[config.mk]
export PLATFORM = sky130hd
export DESIGN_NAME = markup_strip_entity_decode_top_flat
export DESIGN_NICKNAME = d
export VERILOG_FILES = /design/src/design/mse_pkg.sv /design/src/design/mse_in_if.sv /design/src/design/mse_out_if.sv /design/src/design/mse_front.sv /design/src/design/mse_cmd_fifo.sv /design/src/design/mse_back.sv /design/src/design/markup_strip_entity_decode_top.sv /design/src/flat_wrapper.sv
export SDC_FILE = /design/constraint.sdc
export NUM_CORES = 1
export LEC_CHECK = 0
export ABC_AREA = 1
export BUFFER_PORTS_ARGS = -buffer_cell sky130_fd_sc_hd__buf_2
export CAP_MARGIN = 20
export CORE_UTILIZATION = 55
export DETAILED_ROUTE_END_ITERATION = 10
export MAX_ROUTING_LAYER = met4
export PLACE_DENSITY = 0.73
export SYNTH_ARGS = -nofsm -noshare
export SYNTH_HDL_FRONTEND = slang
export SYNTH_SLANG_ARGS = --single-unit
[constraint.sdc]
create_clock -name clk -period 4.4 [get_ports clk]
set_clock_uncertainty 0.2 [all_clocks]
set_input_delay 0.66 -clock clk [delete_from_list [all_inputs] [get_ports clk]]
set_output_delay 0.66 -clock clk [all_outputs]
set_load 0.02 [all_outputs]
[src/design/mse_pkg.sv]
// Package with types, constants, pattern tables and helper functions of the markup stripper.
`timescale 1ns / 1ps
package mse_pkg;

	localparam int NameDepthDef = 64;
	localparam int CmdDepth = 4;
	localparam int EntCount = 100;
	localparam int TagCount = 6;
	localparam int PatBits = 216;

	typedef logic [7:0] byte_t;

	typedef enum logic [2:0] {
		B_PRE,
		B_RD,
		B_DAT,
		B_CLOSE,
		B_LASTSP,
		B_FIN
	} back_state_t;

	// One rendering job for the back end, built by the front end from one input word.
	typedef struct packed {
		byte_t      pre0;
		byte_t      pre1;
		logic [1:0] npre;
		logic       val;
		logic [4:0] vstart;
		logic       has_close;
		byte_t      close;
		logic       last;
	} cmd_t;

	localparam byte_t ChLt   = 8'h3C;
	localparam byte_t ChGt   = 8'h3E;
	localparam byte_t ChAmp  = 8'h26;
	localparam byte_t ChSemi = 8'h3B;
	localparam byte_t ChQuot = 8'h22;
	localparam byte_t ChSp   = 8'h20;
	localparam byte_t ChTab  = 8'h09;
	localparam byte_t ChLf   = 8'h0A;
	localparam byte_t ChCr   = 8'h0D;
	localparam byte_t ChLpar = 8'h28;
	localparam byte_t ChRpar = 8'h29;

	localparam int TagStr    = 0;
	localparam int TagMor    = 1;
	localparam int TagNote   = 2;
	localparam int TagBr     = 3;
	localparam int TagP      = 4;
	localparam int TagNclose = 5;

	localparam logic [PatBits-1:0] TagPat [TagCount] = '{
		"sync type=\"Strongs\" value=\"",
		"sync type=\"morph\" value=\"",
		"note", "br", "/p", "/note"
	};
	localparam int TagLen [TagCount] = '{27, 25, 4, 2, 2, 5};

	localparam logic [47:0] EntName [EntCount] = '{
		"nbsp", "quot", "amp", "lt", "gt", "brvbar", "sect", "copy",
		"laquo", "reg", "acute", "para", "raquo",
		"Aacute", "Agrave", "Acirc", "Auml", "Atilde", "Aring",
		"aacute", "agrave", "acirc", "auml", "atilde", "aring",
		"Eacute", "Egrave", "Ecirc", "Euml", "eacute", "egrave", "ecirc", "euml",
		"Iacute", "Igrave", "Icirc", "Iuml", "iacute", "igrave", "icirc", "iuml",
		"Oacute", "Ograve", "Ocirc", "Ouml", "Otilde",
		"oacute", "ograve", "ocirc", "ouml", "otilde",
		"Uacute", "Ugrave", "Ucirc", "Uuml", "uacute", "ugrave", "ucirc", "uuml",
		"Yacute", "yacute", "yuml",
		"deg", "plusmn", "sup2", "sup3", "sup1", "pound", "cent", "frac14",
		"frac12", "frac34", "iquest", "iexcl",
		"ETH", "eth", "THORN", "thorn", "AElig", "aelig", "Oslash", "curren",
		"Ccedil", "ccedil", "szlig", "Ntilde", "ntilde", "yen", "not", "ordf",
		"uml", "shy", "macr", "micro", "middot", "cedil", "ordm", "times",
		"divide", "oslash"
	};
	localparam int EntLen [EntCount] = '{
		4, 4, 3, 2, 2, 6, 4, 4,
		5, 3, 5, 4, 5,
		6, 6, 5, 4, 6, 5,
		6, 6, 5, 4, 6, 5,
		6, 6, 5, 4, 6, 6, 5, 4,
		6, 6, 5, 4, 6, 6, 5, 4,
		6, 6, 5, 4, 6,
		6, 6, 5, 4, 6,
		6, 6, 5, 4, 6, 6, 5, 4,
		6, 6, 4,
		3, 6, 4, 4, 4, 5, 4, 6,
		6, 6, 6, 5,
		3, 3, 5, 5, 5, 5, 6, 6,
		6, 6, 5, 6, 6, 3, 3, 4,
		3, 3, 4, 5, 6, 5, 4, 5,
		6, 6
	};
	localparam byte_t EntCode [EntCount] = '{
		8'h20, 8'h22, 8'h26, 8'h3C, 8'h3E, 8'hA6, 8'hA7, 8'hA9,
		8'hAB, 8'hAE, 8'hB4, 8'hB6, 8'hBB,
		8'hC1, 8'hC0, 8'hC2, 8'hC4, 8'hC3, 8'hC5,
		8'hE1, 8'hE0, 8'hE2, 8'hE4, 8'hE3, 8'hE5,
		8'hC9, 8'hC8, 8'hCA, 8'hCB, 8'hE9, 8'hE8, 8'hEA, 8'hEB,
		8'hCD, 8'hCC, 8'hCE, 8'hCF, 8'hED, 8'hEC, 8'hEE, 8'hEF,
		8'hD3, 8'hD2, 8'hD4, 8'hD6, 8'hD5,
		8'hF3, 8'hF2, 8'hF4, 8'hF6, 8'hF5,
		8'hDA, 8'hD9, 8'hDB, 8'hDC, 8'hFA, 8'hF9, 8'hFB, 8'hFC,
		8'hDD, 8'hFD, 8'hFF,
		8'hB0, 8'hB1, 8'hB2, 8'hB3, 8'hB9, 8'hA3, 8'hA2, 8'hBC,
		8'hBD, 8'hBE, 8'hBF, 8'hA1,
		8'hD0, 8'hF0, 8'hDE, 8'hFE, 8'hC6, 8'hE6, 8'hD8, 8'hA4,
		8'hC7, 8'hE7, 8'hDF, 8'hD1, 8'hF1, 8'hA5, 8'hAC, 8'hAA,
		8'hA8, 8'hAD, 8'hAF, 8'hB5, 8'hB7, 8'hB8, 8'hBA, 8'hD7,
		8'hF7, 8'hF8
	};

	// Character idx of a right-aligned string constant of length plen.
	function automatic byte_t pat_char(logic [PatBits-1:0] p, int plen, int idx);
		logic [PatBits-1:0] s;
		s = p >> ((plen - 1 - idx) * 8);
		return s[7:0];
	endfunction

	function automatic logic is_white(byte_t b);
		return (b == ChSp) || (b == ChTab) || (b == ChLf) || (b == ChCr);
	endfunction

endpackage

[src/design/mse_in_if.sv]
// Input channel interface carrying one text word per handshake.
`timescale 1ns / 1ps
interface mse_in_if;
	logic       valid;
	logic       ready;
	logic [7:0] in_byte;
	logic       in_last;
	modport source (output valid, output in_byte, output in_last, input ready);
	modport sink (input valid, input in_byte, input in_last, output ready);
endinterface

[src/design/mse_out_if.sv]
// Output channel interface carrying one plain text word per handshake.
`timescale 1ns / 1ps
interface mse_out_if;
	logic       valid;
	logic       ready;
	logic [7:0] out_byte;
	logic       run_last;
	modport source (output valid, output out_byte, output run_last, input ready);
	modport sink (input valid, input out_byte, input run_last, output ready);
endinterface

[src/design/mse_front.sv]
// Front end: parses input words, holds the name buffer and classifies each word into a command.
`timescale 1ns / 1ps
module mse_front import mse_pkg::*; #(
	parameter int NAME_DEPTH = NameDepthDef,
	localparam int AW = $clog2(NAME_DEPTH),
	localparam int LW = AW + 1
) (
	input  logic          clk,
	input  logic          arst_n,
	input  logic          in_valid,
	output logic          in_ready,
	input  byte_t         in_byte,
	input  logic          in_last,
	output logic          push,
	output cmd_t          push_cmd,
	input  logic          fifo_full,
	input  logic          sync_done,
	input  logic          rd_en,
	input  logic [AW-1:0] rd_addr,
	output byte_t         rd_data,
	output logic [LW-1:0] name_len
);

	byte_t         name_mem [NAME_DEPTH];
	logic          in_tag_q, in_ent_q, nl_drop_q, sync_wait_q, clr_len_q;
	logic [LW-1:0] len_q;
	logic [TagCount-1:0] tag_f_q, tag_f_n;
	logic [EntCount-1:0] ent_f_q, ent_f_n;

	logic acc, nz, drop_nl, plain, start, ent_close, tag_close, store, pass, room;
	logic ent_hit, is_sync;
	byte_t ent_code;
	logic [TagCount-1:0] tag_hit;

	assign in_ready = !fifo_full && !sync_wait_q;
	assign acc = in_valid && in_ready;
	assign push = acc;
	assign name_len = len_q;

	assign nz = in_byte != 8'h00;
	assign drop_nl = nz && ((in_byte == ChLf) || (in_byte == ChCr)) && !nl_drop_q;
	assign plain = nz && !drop_nl;
	assign start = plain && ((in_byte == ChLt) || (in_byte == ChAmp));
	assign ent_close = plain && (in_byte == ChSemi) && in_ent_q;
	assign tag_close = plain && (in_byte == ChGt) && !in_ent_q;
	assign store = plain && !start && !ent_close && !tag_close && in_tag_q;
	assign pass = plain && !start && !ent_close && !tag_close && !in_tag_q;
	assign room = len_q < LW'(NAME_DEPTH);

	always_comb begin
		for (int t = 0; t < TagCount; t++) begin
			tag_hit[t] = tag_f_q[t] && (int'(len_q) >= TagLen[t]);
			tag_f_n[t] = tag_f_q[t];
			if (start) begin
				tag_f_n[t] = 1'b1;
			end else if (store && room && (int'(len_q) < TagLen[t])) begin
				if (in_byte != pat_char(TagPat[t], TagLen[t], int'(len_q))) begin
					tag_f_n[t] = 1'b0;
				end
			end
		end
		ent_hit = 1'b0;
		ent_code = 8'h00;
		for (int k = EntCount - 1; k >= 0; k--) begin
			ent_f_n[k] = ent_f_q[k];
			if (start) begin
				ent_f_n[k] = 1'b1;
			end else if (store && room && (int'(len_q) < EntLen[k])) begin
				if (in_byte != pat_char(PatBits'(EntName[k]), EntLen[k], int'(len_q))) begin
					ent_f_n[k] = 1'b0;
				end
			end
			if (ent_f_q[k] && (int'(len_q) >= EntLen[k])) begin
				ent_hit = 1'b1;
				ent_code = EntCode[k];
			end
		end
	end

	assign is_sync = tag_close && (tag_hit[TagStr] || tag_hit[TagMor]);

	always_comb begin
		push_cmd = '0;
		push_cmd.last = in_last;
		if (pass) begin
			push_cmd.npre = 2'd1;
			push_cmd.pre0 = in_byte;
		end else if (ent_close) begin
			push_cmd.npre = {1'b0, ent_hit};
			push_cmd.pre0 = ent_code;
		end else if (tag_close) begin
			priority if (tag_hit[TagStr]) begin
				push_cmd.npre = 2'd2;
				push_cmd.pre0 = ChSp;
				push_cmd.pre1 = ChLt;
				push_cmd.val = 1'b1;
				push_cmd.vstart = 5'(TagLen[TagStr]);
				push_cmd.has_close = 1'b1;
				push_cmd.close = ChGt;
			end else if (tag_hit[TagMor]) begin
				push_cmd.npre = 2'd2;
				push_cmd.pre0 = ChSp;
				push_cmd.pre1 = ChLpar;
				push_cmd.val = 1'b1;
				push_cmd.vstart = 5'(TagLen[TagMor]);
				push_cmd.has_close = 1'b1;
				push_cmd.close = ChRpar;
			end else if (tag_hit[TagNote]) begin
				push_cmd.npre = 2'd2;
				push_cmd.pre0 = ChSp;
				push_cmd.pre1 = ChLpar;
			end else if (tag_hit[TagBr] || tag_hit[TagP]) begin
				push_cmd.npre = 2'd1;
				push_cmd.pre0 = ChLf;
			end else if (tag_hit[TagNclose]) begin
				push_cmd.npre = 2'd2;
				push_cmd.pre0 = ChRpar;
				push_cmd.pre1 = ChSp;
			end else begin
				push_cmd.npre = 2'd0;
			end
		end
	end

	always_ff @(posedge clk) begin
		if (acc && store && room) begin
			name_mem[len_q[AW-1:0]] <= in_byte;
		end
		if (rd_en) begin
			rd_data <= name_mem[rd_addr];
		end
	end

	always_ff @(posedge clk) begin
		if (acc) begin
			tag_f_q <= tag_f_n;
			ent_f_q <= ent_f_n;
		end
	end

	// A sync tag closed by the final word keeps its length until its value is read out.
	always_ff @(posedge clk or negedge arst_n) begin
		if (!arst_n) begin
			in_tag_q <= 1'b0;
			in_ent_q <= 1'b0;
			nl_drop_q <= 1'b0;
			len_q <= '0;
			sync_wait_q <= 1'b0;
			clr_len_q <= 1'b0;
		end else begin
			if (sync_done) begin
				sync_wait_q <= 1'b0;
				if (clr_len_q) begin
					len_q <= '0;
					clr_len_q <= 1'b0;
				end
			end
			if (acc) begin
				if (is_sync) begin
					sync_wait_q <= 1'b1;
				end
				if (nz) begin
					nl_drop_q <= drop_nl;
				end
				if (start) begin
					in_tag_q <= 1'b1;
					in_ent_q <= (in_byte == ChAmp);
					len_q <= '0;
				end else if (ent_close) begin
					in_tag_q <= 1'b0;
					in_ent_q <= 1'b0;
				end else if (tag_close) begin
					in_tag_q <= 1'b0;
				end else if (store && room) begin
					len_q <= len_q + LW'(1);
				end
				if (in_last) begin
					in_tag_q <= 1'b0;
					in_ent_q <= 1'b0;
					nl_drop_q <= 1'b0;
					if (is_sync) begin
						clr_len_q <= 1'b1;
					end else begin
						len_q <= '0;
					end
				end
			end
		end
	end

endmodule

[src/design/mse_cmd_fifo.sv]
// Short command queue between the front end and the back end.
`timescale 1ns / 1ps
module mse_cmd_fifo import mse_pkg::*; (
	input  logic clk,
	input  logic arst_n,
	input  logic push,
	input  cmd_t push_cmd,
	output logic full,
	input  logic pop,
	output cmd_t head,
	output logic empty
);

	localparam int PW = $clog2(CmdDepth);

	cmd_t            slot_q [CmdDepth];
	logic [PW-1:0]   wp_q, rp_q;
	logic [PW:0]     cnt_q;

	assign full = cnt_q == (PW+1)'(CmdDepth);
	assign empty = cnt_q == '0;
	assign head = slot_q[rp_q];

	always_ff @(posedge clk) begin
		if (push) begin
			slot_q[wp_q] <= push_cmd;
		end
	end

	always_ff @(posedge clk or negedge arst_n) begin
		if (!arst_n) begin
			wp_q <= '0;
			rp_q <= '0;
			cnt_q <= '0;
		end else begin
			if (push) begin
				wp_q <= wp_q + PW'(1);
			end
			if (pop) begin
				rp_q <= rp_q + PW'(1);
			end
			cnt_q <= cnt_q + (PW+1)'(push) - (PW+1)'(pop);
		end
	end

endmodule

[src/design/mse_back.sv]
// Back end: renders commands, collapses whitespace runs and drives the output register.
`timescale 1ns / 1ps
module mse_back import mse_pkg::*; #(
	parameter int NAME_DEPTH = NameDepthDef,
	localparam int AW = $clog2(NAME_DEPTH),
	localparam int LW = AW + 1
) (
	input  logic          clk,
	input  logic          arst_n,
	input  cmd_t          cmd,
	input  logic          empty,
	output logic          pop,
	input  logic [LW-1:0] name_len,
	output logic          rd_en,
	output logic [AW-1:0] rd_addr,
	input  byte_t         rd_data,
	output logic          sync_done,
	output logic          out_valid,
	input  logic          out_ready,
	output byte_t         out_byte,
	output logic          run_last
);

	back_state_t st_q, st_n;
	logic [1:0]    k_q, k_n;
	logic [LW-1:0] idx_q, idx_n;
	logic          sp_q, sp_n;
	logic          hold_v_q, hold_v_n;
	byte_t         hold_b_q, hold_b_n;
	logic          out_v_q;
	byte_t         out_b_q;
	logic          out_l_q;

	logic  out_free, can_emit, em_req, fl_req, load, load_last, done;
	byte_t em_b, r;

	assign out_free = !out_v_q || out_ready;
	assign can_emit = !hold_v_q || out_free;
	assign out_valid = out_v_q;
	assign out_byte = out_b_q;
	assign run_last = out_l_q;
	assign rd_addr = idx_q[AW-1:0];

	always_comb begin
		st_n = st_q;
		k_n = k_q;
		idx_n = idx_q;
		sp_n = sp_q;
		em_req = 1'b0;
		em_b = ChSp;
		fl_req = 1'b0;
		pop = 1'b0;
		rd_en = 1'b0;
		sync_done = 1'b0;
		done = 1'b0;
		r = cmd.pre0;
		unique case (st_q)
			B_PRE: begin
				r = (k_q == 2'd0) ? cmd.pre0 : cmd.pre1;
			end
			B_DAT: begin
				r = rd_data;
			end
			B_CLOSE: begin
				r = cmd.close;
			end
			default: begin
				r = cmd.pre0;
			end
		endcase
		unique case (st_q)
			B_PRE, B_DAT, B_CLOSE: begin
				if (is_white(r)) begin
					sp_n = 1'b1;
					done = 1'b1;
				end else if (sp_q) begin
					em_req = 1'b1;
					em_b = ChSp;
					if (can_emit) begin
						sp_n = 1'b0;
					end
				end else begin
					em_req = 1'b1;
					em_b = r;
					done = can_emit;
				end
			end
			default: begin
				done = 1'b0;
			end
		endcase
		unique case (st_q)
			B_PRE: begin
				if (empty) begin
					em_req = 1'b0;
					sp_n = sp_q;
				end else if (k_q != cmd.npre) begin
					if (done) begin
						k_n = k_q + 2'd1;
					end
				end else begin
					em_req = 1'b0;
					sp_n = sp_q;
					k_n = 2'd0;
					if (cmd.val) begin
						idx_n = LW'(cmd.vstart);
						if (LW'(cmd.vstart) < name_len) begin
							st_n = B_RD;
						end else begin
							st_n = B_CLOSE;
							sync_done = 1'b1;
						end
					end else if (cmd.has_close) begin
						st_n = B_CLOSE;
					end else begin
						st_n = B_LASTSP;
					end
				end
			end
			B_RD: begin
				rd_en = 1'b1;
				st_n = B_DAT;
			end
			B_DAT: begin
				if (rd_data == ChQuot) begin
					em_req = 1'b0;
					sp_n = sp_q;
					st_n = B_CLOSE;
					sync_done = 1'b1;
				end else if (done) begin
					if ((idx_q + LW'(1)) < name_len) begin
						idx_n = idx_q + LW'(1);
						st_n = B_RD;
					end else begin
						st_n = B_CLOSE;
						sync_done = 1'b1;
					end
				end
			end
			B_CLOSE: begin
				if (done) begin
					st_n = B_LASTSP;
				end
			end
			B_LASTSP: begin
				if (cmd.last && sp_q) begin
					em_req = 1'b1;
					em_b = ChSp;
					if (can_emit) begin
						sp_n = 1'b0;
						st_n = B_FIN;
					end
				end else begin
					if (cmd.last) begin
						sp_n = 1'b0;
					end
					st_n = B_FIN;
				end
			end
			B_FIN: begin
				fl_req = 1'b1;
				if (!hold_v_q || out_free) begin
					pop = 1'b1;
					st_n = B_PRE;
				end
			end
			default: begin
				st_n = B_PRE;
			end
		endcase
	end

	always_comb begin
		hold_v_n = hold_v_q;
		hold_b_n = hold_b_q;
		load = 1'b0;
		load_last = 1'b0;
		if (em_req && can_emit) begin
			load = hold_v_q;
			hold_v_n = 1'b1;
			hold_b_n = em_b;
		end else if (fl_req && hold_v_q && out_free) begin
			load = 1'b1;
			load_last = 1'b1;
			hold_v_n = 1'b0;
		end
	end

	always_ff @(posedge clk) begin
		hold_b_q <= hold_b_n;
		if (load) begin
			out_b_q <= hold_b_q;
			out_l_q <= load_last;
		end
	end

	always_ff @(posedge clk or negedge arst_n) begin
		if (!arst_n) begin
			st_q <= B_PRE;
			k_q <= 2'd0;
			idx_q <= '0;
			sp_q <= 1'b0;
			hold_v_q <= 1'b0;
			out_v_q <= 1'b0;
		end else begin
			st_q <= st_n;
			k_q <= k_n;
			idx_q <= idx_n;
			sp_q <= sp_n;
			hold_v_q <= hold_v_n;
			if (load) begin
				out_v_q <= 1'b1;
			end else if (out_ready) begin
				out_v_q <= 1'b0;
			end
		end
	end

endmodule

[src/design/markup_strip_entity_decode_top.sv]
// Top level of the markup stripper with entity decoding.
//
//  channel  | dir | payload            | handshake
//  in_ch    | in  | in_byte, in_last   | valid / ready
//  out_ch   | out | out_byte, run_last | valid / ready
//
// The front end takes one word per cycle while the command queue has room.
// The back end renders one command at a time: prefix bytes, a sync tag value, a closing byte,
// then a pending space on the last word; value bytes are read from the name buffer.
// Input stalls while a sync tag value is being read out of the name buffer.
// Reset is asynchronous; the name buffer itself is not cleared.
`timescale 1ns / 1ps
module markup_strip_entity_decode_top import mse_pkg::*; #(
	parameter int NAME_DEPTH = NameDepthDef
) (
	input logic     clk,
	input logic     arst_n,
	mse_in_if.sink    in_ch,
	mse_out_if.source out_ch
);

	localparam int AW = $clog2(NAME_DEPTH);
	localparam int LW = AW + 1;

	logic          push, full, pop, empty, sync_done, rd_en;
	cmd_t          push_cmd, head;
	logic [AW-1:0] rd_addr;
	byte_t         rd_data;
	logic [LW-1:0] name_len;

	mse_front #(.NAME_DEPTH(NAME_DEPTH)) u_front (
		.clk(clk), .arst_n(arst_n),
		.in_valid(in_ch.valid), .in_ready(in_ch.ready),
		.in_byte(in_ch.in_byte), .in_last(in_ch.in_last),
		.push(push), .push_cmd(push_cmd), .fifo_full(full),
		.sync_done(sync_done), .rd_en(rd_en), .rd_addr(rd_addr),
		.rd_data(rd_data), .name_len(name_len)
	);

	mse_cmd_fifo u_fifo (
		.clk(clk), .arst_n(arst_n),
		.push(push), .push_cmd(push_cmd), .full(full),
		.pop(pop), .head(head), .empty(empty)
	);

	mse_back #(.NAME_DEPTH(NAME_DEPTH)) u_back (
		.clk(clk), .arst_n(arst_n),
		.cmd(head), .empty(empty), .pop(pop),
		.name_len(name_len), .rd_en(rd_en), .rd_addr(rd_addr), .rd_data(rd_data),
		.sync_done(sync_done),
		.out_valid(out_ch.valid), .out_ready(out_ch.ready),
		.out_byte(out_ch.out_byte), .run_last(out_ch.run_last)
	);

	// The queue is never written while full.
	a_no_overflow: assert property (@(posedge clk) disable iff (!arst_n)
		push |-> !full) else $error("command queue overflow");

	// The queue is never read while empty.
	a_no_underflow: assert property (@(posedge clk) disable iff (!arst_n)
		pop |-> !empty) else $error("command queue underflow");

	// The name buffer is not refilled while a sync value is read from it.
	a_buf_stable: assert property (@(posedge clk) disable iff (!arst_n)
		rd_en |-> !in_ch.ready) else $error("input taken during value readout");

endmodule
[src/flat_wrapper.sv]
// flat-port wrapper written by rule: the top's interface ports become plain ports
module markup_strip_entity_decode_top_flat import mse_pkg::*;
#(
	parameter int NAME_DEPTH = NameDepthDef
)
  (clk, arst_n, in_ch_valid, in_ch_in_byte, in_ch_in_last, in_ch_ready, out_ch_valid, out_ch_out_byte, out_ch_run_last, out_ch_ready);
  mse_in_if in_ch_i ();
  mse_out_if out_ch_i ();
  input logic clk;
  input logic arst_n;
  input wire logic [$bits(in_ch_i.valid)-1:0] in_ch_valid;
  input wire logic [$bits(in_ch_i.in_byte)-1:0] in_ch_in_byte;
  input wire logic [$bits(in_ch_i.in_last)-1:0] in_ch_in_last;
  output wire logic [$bits(in_ch_i.ready)-1:0] in_ch_ready;
  output wire logic [$bits(out_ch_i.valid)-1:0] out_ch_valid;
  output wire logic [$bits(out_ch_i.out_byte)-1:0] out_ch_out_byte;
  output wire logic [$bits(out_ch_i.run_last)-1:0] out_ch_run_last;
  input wire logic [$bits(out_ch_i.ready)-1:0] out_ch_ready;
  assign in_ch_i.valid = in_ch_valid;
  assign in_ch_i.in_byte = in_ch_in_byte;
  assign in_ch_i.in_last = in_ch_in_last;
  assign in_ch_ready = in_ch_i.ready;
  assign out_ch_valid = out_ch_i.valid;
  assign out_ch_out_byte = out_ch_i.out_byte;
  assign out_ch_run_last = out_ch_i.run_last;
  assign out_ch_i.ready = out_ch_ready;
  markup_strip_entity_decode_top #(.NAME_DEPTH(NAME_DEPTH)) u_core (.clk(clk), .arst_n(arst_n), .in_ch(in_ch_i), .out_ch(out_ch_i));
endmodule
* Yosys cells after proc, flatten, opt, wreduce, memory -nomap -nowiden
Memory sizes are Yosys's and may differ from the RTL's. A register that Yosys moved wholly into a read port is not among the register bits. Cells that the tools add are included.
Operators by class: add/subtract/negate cells 14, $mul 0, div/mod/pow operators 0, magnitude comparators 17, equality and inequality tests 136, shifts and indexed selects 106, muxes and demuxes 527, bitwise gates (word level) 1, reductions and logical operators 393
Operators by type and width (count):
- >> shifter 47 x 32 -> 8 bit (first input constant) | 41
- >> shifter 39 x 32 -> 8 bit (first input constant) | 25
- two-way mux 8 bit | 111
- != test 8 bit | 106
- >> shifter 31 x 32 -> 8 bit (first input constant) | 24
- two-way mux 1 bit | 368
- AND reduction 3 bit | 108
- >> shifter 23 x 32 -> 8 bit (first input constant) | 9
- nonzero test 2 bit | 117
- >> shifter 215 x 32 -> 8 bit (first input constant) | 1
- >> shifter 199 x 32 -> 8 bit (first input constant) | 1
- logical AND 1 bit | 136
- two-way mux 7 bit | 15
- >> shifter 15 x 32 -> 8 bit (first input constant) | 3
- two-way mux 33 bit | 2
- equality test 8 x 6 -> 1 bit (second input constant) | 6
- two-way mux 15 bit | 3
- equality test 8 x 4 -> 1 bit (second input constant) | 5
- >> shifter 38 x 32 -> 8 bit (first input constant) | 1
- two-way mux 18 bit | 2
- >> shifter 14 x 32 -> 8 bit (first input constant) | 1
- two-way mux 3 bit | 10
- case mux 8 bit (3 select lines) | 1
- greater-or-equal comparator 7 x 3 -> 1 bit (second input constant) | 3
- other kinds (42) | 95
Word-level totals: bits in registers 157, bits in latches 0, bits in writable memories 648, memory bits (read-only) 0, bits of input ports 13, output and inout bits 11, logic and storage cells 1320, memories kept 2
Memories:
- u_core.u_front.name_mem | depth 64, width 8, rd ports 1, clocked after memory_dff 1, wr ports 1, line mse_front.sv:24 | byte_t name_mem [NAME_DEPTH];
- u_core.u_fifo.slot_q | depth 4, width 34, rd ports 1, clocked after memory_dff 0, wr ports 1, line mse_cmd_fifo.sv:16 | cmd_t slot_q [CmdDepth];

* Logic depth before layout (Yosys ltp)
depth in word-level cells 104, depth in mapped cells 63, gate-level depth less buffers 62

* By module
A second synthesis with hierarchy kept.
Second synthesis, totals: cells, all modules 4296, area, all modules 41051.9 µm²
Modules (own cells, without submodules):
- mse_front | instances 1, cells an instance 3372, area an instance 32387.3 µm², sequential area each 19098.3 µm²
- mse_cmd_fifo | instances 1, cells an instance 579, area an instance 6117.1 µm², sequential area each 4259.1 µm²
- mse_back | instances 1, cells an instance 345, area an instance 2547.4 µm², sequential area each 885.8 µm²

* Worst setup path after synthesis
No wires, ideal clock.
path type input port to flip-flop, start in in_ch_in_byte[4], end reg u_core.u_front.ent_f_q[47] (enable), setup time 0.300 ns, arrival 4.027 ns, data required time 3.900 ns, slack -0.127 ns, stages 12, path buffers 2, path through clkbuf_1 -> nand2_1 -> nor2_1 -> nand3_1 -> nand2_1 -> clkbuf_1 -> nor2_1 -> nand2_1 -> nor2_1 -> inv_1 -> nor2_1 -> nor2_1
Between the ends: cells in the longest elaborated chain, start to end 16, elaborated cells on any way between the ends 31, classes of those cells eq/ne: 7; reduce/logical: 24
Ends and longest elaborated chain:
- from (decl) | line flat_wrapper.sv:12 | input wire logic [$bits(in_ch_i.in_byte)-1:0] in_ch_in_byte;
- equality test 8 x 4 -> 1 bit | line mse_front.sv:41 | assign drop_nl = nz && ((in_byte == ChLf) || (in_byte == ChCr)) && !nl_drop_q;
- logical OR 1 bit | line mse_front.sv:41
- logical AND 1 bit (2 in a row) | line mse_front.sv:41
- logical NOT 1 bit | line mse_front.sv:42 | assign plain = nz && !drop_nl;
- logical AND 1 bit | line mse_front.sv:42
- logical AND 1 bit (*) | line mse_front.sv:43 | assign start = plain && ((in_byte == ChLt) || (in_byte == ChAmp));
- net u_core.u_front.start | line mse_front.sv:30 | logic acc, nz, drop_nl, plain, start, ent_close, tag_close, store, pass, room;
- logical NOT 1 bit | line mse_front.sv:46 | assign store = plain && !start && !ent_close && !tag_close && in_tag_q;
- logical AND 1 bit (4 in a row) | line mse_front.sv:46
- logical AND 1 bit (2 in a row) | line mse_front.sv:68 | end else if (store && room && (int'(len_q) < EntLen[k])) begin
- nonzero test 2 bit (no source line)
- AND reduction 3 bit (no source line) (*)
- to (signal assigned) | line mse_front.sv:137 | ent_f_q <= ent_f_n;
- to (decl) | line mse_front.sv:28 | logic [EntCount-1:0] ent_f_q, ent_f_n;
Mark *: on every way through the listed nets, which the timed path passes. The rest lies on a longest branch. A chain may end at the register's enable or synchronous reset.

==> results.py <==
metrics = {
    "outcome": {
        "status": "finished, violations left",
        "violations": "DRC, setup timing",
    },
    "synth": {
        "synth_common_cells": "nor2_1, edfxtp_1, nand2_1, o21ai_0, inv_1",
        "syn_area_mm2": 0.03676,
        "syn_inst": 3811,
        "synth_edf_count": 703,
        "synthTopCellsByArea": "edfxtp_1, nor2_1, o21ai_0",
        "synth-compound-area-share": 0.1356,
        "yosys.area.top_type": "edfxtp_1",
        "yosysSeqAreaShare": 0.5975,
        "yosys_warnings": 0,
        "avgSynthCellArea_um2": 9.645,
        "synth.most_common_cell": "nor2_1",
        "ys.flop_type": "edfxtp_1",
        "synth_fp_nets": 3855,
        "synth_top_family_by_area": "simple AND/OR/NAND/NOR gates",
        "ys_ff_latch": 737,
        "synthArstFlopShare": 0.04613,
        "synth-simple-area-share": 0.1686,
        "synthMuxAreaShare": 0,
        "ys_types": 59,
        "yosys.area.top_type_share": 0.5743,
        "synth_xor_area_frac": 0.03479,
        "synth_fa_ha_area_frac": 0.01076,
    },
    "floorplanning": {
        "core_mm2": 0.06598,
        "ioPinCount": 24,
        "start_util": 0.5571,
        "die_y_um": 260.5,
        "dieArea_mm2": 0.06787,
        "rows": 94,
        "die_x_um": 260.5,
    },
    "finish": {
        "seqCellArea_mm2": 0.02197,
        "final_core_util": 0.6293,
        "areaGrowthSynthToFinish_pct": 12.96,
        "multi_input_area_mm2": 0.01304,
        "drive_above_1_share": 0.1071,
        "fill_cells": 5285,
        "nets": 3974,
        "fin_area_mm2": 0.04152,
    },
    "grt": {
        "grt_pass1_vias": 27820,
        "track_usage": 0.3315,
        "grt_start_max_net_pins": 173,
        "antenna_found_initial": 4,
        "grt.overflow.total": 0,
        "grt_pass1_wl_mm": 165.0,
    },
    "clock_network": {
        "cts_root_buf": "clkbuf_16",
        "clk_latency_ns": 0.62,
        "path_clk_slew_ns": 0.07,
        "cts_tree": "done",
        "cts.htree.levels": 3,
        "cts.sinks": 737,
        "clk_path_buf_depth": 3,
        "cts_made_buffers": 74,
    },
    "setup_path": {
        "crit_cells": 61,
        "path_buf_inv": 6,
        "critPathCaptureType": "flip-flop",
        "critPathMaxStageDelay_ns": 0.44,
        "start_kind": "flip-flop",
        "reg2regPathDepth": 61,
        "worstReg2RegStart": "u_core.u_front.name_len[2]$_DFF_PN0_",
        "crit_end": "u_core.u_fifo.slot_q[3][27]$_DFFE_PP_",
        "worstPathArrival_ns": 4.63,
        "critPathKind": "reg -> reg",
        "cp-startpoint": "u_core.u_front.name_len[2]$_DFF_PN0_",
        "critical_path_peak_fanout": 6,
        "crit_top_cell": "nand2_1",
        "worstPathRequired_ns": 4.54,
        "path_delay_family": "simple AND/OR/NAND/NOR gates",
        "rrSetupSlack_ns": -0.09,
        "slowest_stage": "dfrtp_2",
        "regToRegEndpoint": "u_core.u_fifo.slot_q[3][27]$_DFFE_PP_",
    },
    "sta": {
        "max_freq_mhz": 222.7,
        "rsz0062_at_grt": "true",
        "slew_viol_final": 0,
        "tightest_slew_ns": 1.014,
        "setup_slack_ns": -0.09031,
        "setup_violations": 4,
        "slew_headroom": 0.3215,
        "fin_crit_ns": 4.490,
        "hold_viol": 0,
        "finalCritPeriodShare": 1.021,
        "fin_setup_tns_ns": -0.3609,
    },
    "power_and_ir_drop": {
        "power.total_mw": 22.16,
        "powerDensity_mw_per_mm2": 533.8,
        "ir_drop_mv": 0.4344,
        "power_leakage_nw": 16.24,
    },
    "drt": {
        "wl_per_cell_um": 22.58,
        "drt_iter0_markers": 4064,
        "routed_wl_mm": 109.5,
        "via_per_inst": 6.089,
        "dr.pass1.iters": 9,
        "vias": 29550,
        "remaining_drc_errors": 2,
        "ant_nets": 0,
    },
    "place": {
        "placed_cell_area_mm2": 0.03889,
        "place_congestion": 0.9972,
        "place.port_buffers": 23,
        "dp_hpwl_mm": 72.00,
        "pre_cts_slack_ns": -0.1054,
    },
    "hold_path": {
        "hold_path.class": "in -> async",
    },
    "run": {
        "cap_violations": 0,
    },
}
## registers in the layout (all words and copies together) (netlist names), 7 cells and up
register                 count
u_core.u_back.hold_b_q       8
u_core.u_back.idx_q          7
u_core.u_back.out_byte       8
u_core.u_fifo.slot_q        60
u_core.u_front.ent_f_q     100
u_core.u_front.rd_data       8
u_core.u_front.name_len      7
u_core.u_front.name_mem    512
## layout by cell type, fill, tap and decap left out, types with 27 or more instances in the layout
cell       count
a31oi_1       33
dfrtp_1       27
inv_1        284
nor2_1       738
nor3_1        56
buf_4        202
a21oi_1       94
o21ai_0      469
xor2_1       143
nand2_1      491
nand3_1      115
nor4_1        29
edfxtp_1     703
o22ai_1      176
clkbuf_16     74
## timing repair
item / 4_1_cts / 5_1_grt
pin swaps: 9 / 20
gates cloned: 0 / 0
endpoints found under the setup margin: 8 / 28
gates resized for setup: 10 / 55
setup buffers: 2 / 5
hold buffers: 0 / 0
## per-layer routing
layer  vias to the layer above  part of all wire  track usage
met5                         -                 0            -
li1                      13560                 -            -
met2                      1631              0.46       0.5112
met4                         0             0.035       0.1183
met3                       272             0.099      0.05828
met1                     14080              0.40       0.4425
## metrics by stage
stage / hold WS [ns] / instances
floorplan: 0.1644 / 3811
global placement: 0.2018 / 4711
detailed placement: 0.2061 / 4711
CTS: 0.006810 / 4845
global route: 0.04946 / 4852
finish: 0.01288 / 4852
## cell families after synthesis
logic type,count (synthesis)
compound gates,879
xor+xnor,146
fa+ha+maj,31
buf+inv,501
flops,737
simple gates,1517
## layout make-up
cell class / instances / share of cell area
multi-input cells: 2573 / 0.3141
flip-flops and latches: 737 / 0.5292
well taps: 864 / 0.02604
inverters: 309 / 0.02830
repair buffers: 235 / 0.04508
diodes: 2 / 0.0001205
clock buffers: 95 / 0.04746
clock inverters: 37 / 0.009703
## worst min path at each step
stage | from | to | slack, ns | cells after the start
2_1_floorplan | arst_n | u_core.u_back.hold_v_q$_DFFE_PN0P_ | 0.16 | 0
3_3_place_gp | u_core.u_back.hold_b_q[4]$_DFFE_PP_ | u_core.u_back.out_byte[4]$_DFFE_PP_ | 0.20 | 0
3_5_place_dp | u_core.u_back.hold_b_q[2]$_DFFE_PP_ | u_core.u_back.out_byte[2]$_DFFE_PP_ | 0.21 | 0
4_1_cts | arst_n | u_core.u_back.idx_q[4]$_DFFE_PN0P_ | 0.007 | 1
5_1_grt | arst_n | u_core.u_back.idx_q[4]$_DFFE_PN0P_ | 0.05 | 1
6_report | arst_n | u_core.u_back.idx_q[4]$_DFFE_PN0P_ | 0.01 | 1
## report_power, final
part / switching (mW) / internal, mW / total [mW]
registers: 0.183 / 8.13 / 8.31
logic: 5.35 / 2.24 / 7.59
clock network: 2.67 / 3.59 / 6.26
total: 8.19 / 14.0 / 22.2
No activity file was read; power rests on OpenSTA's default activity.
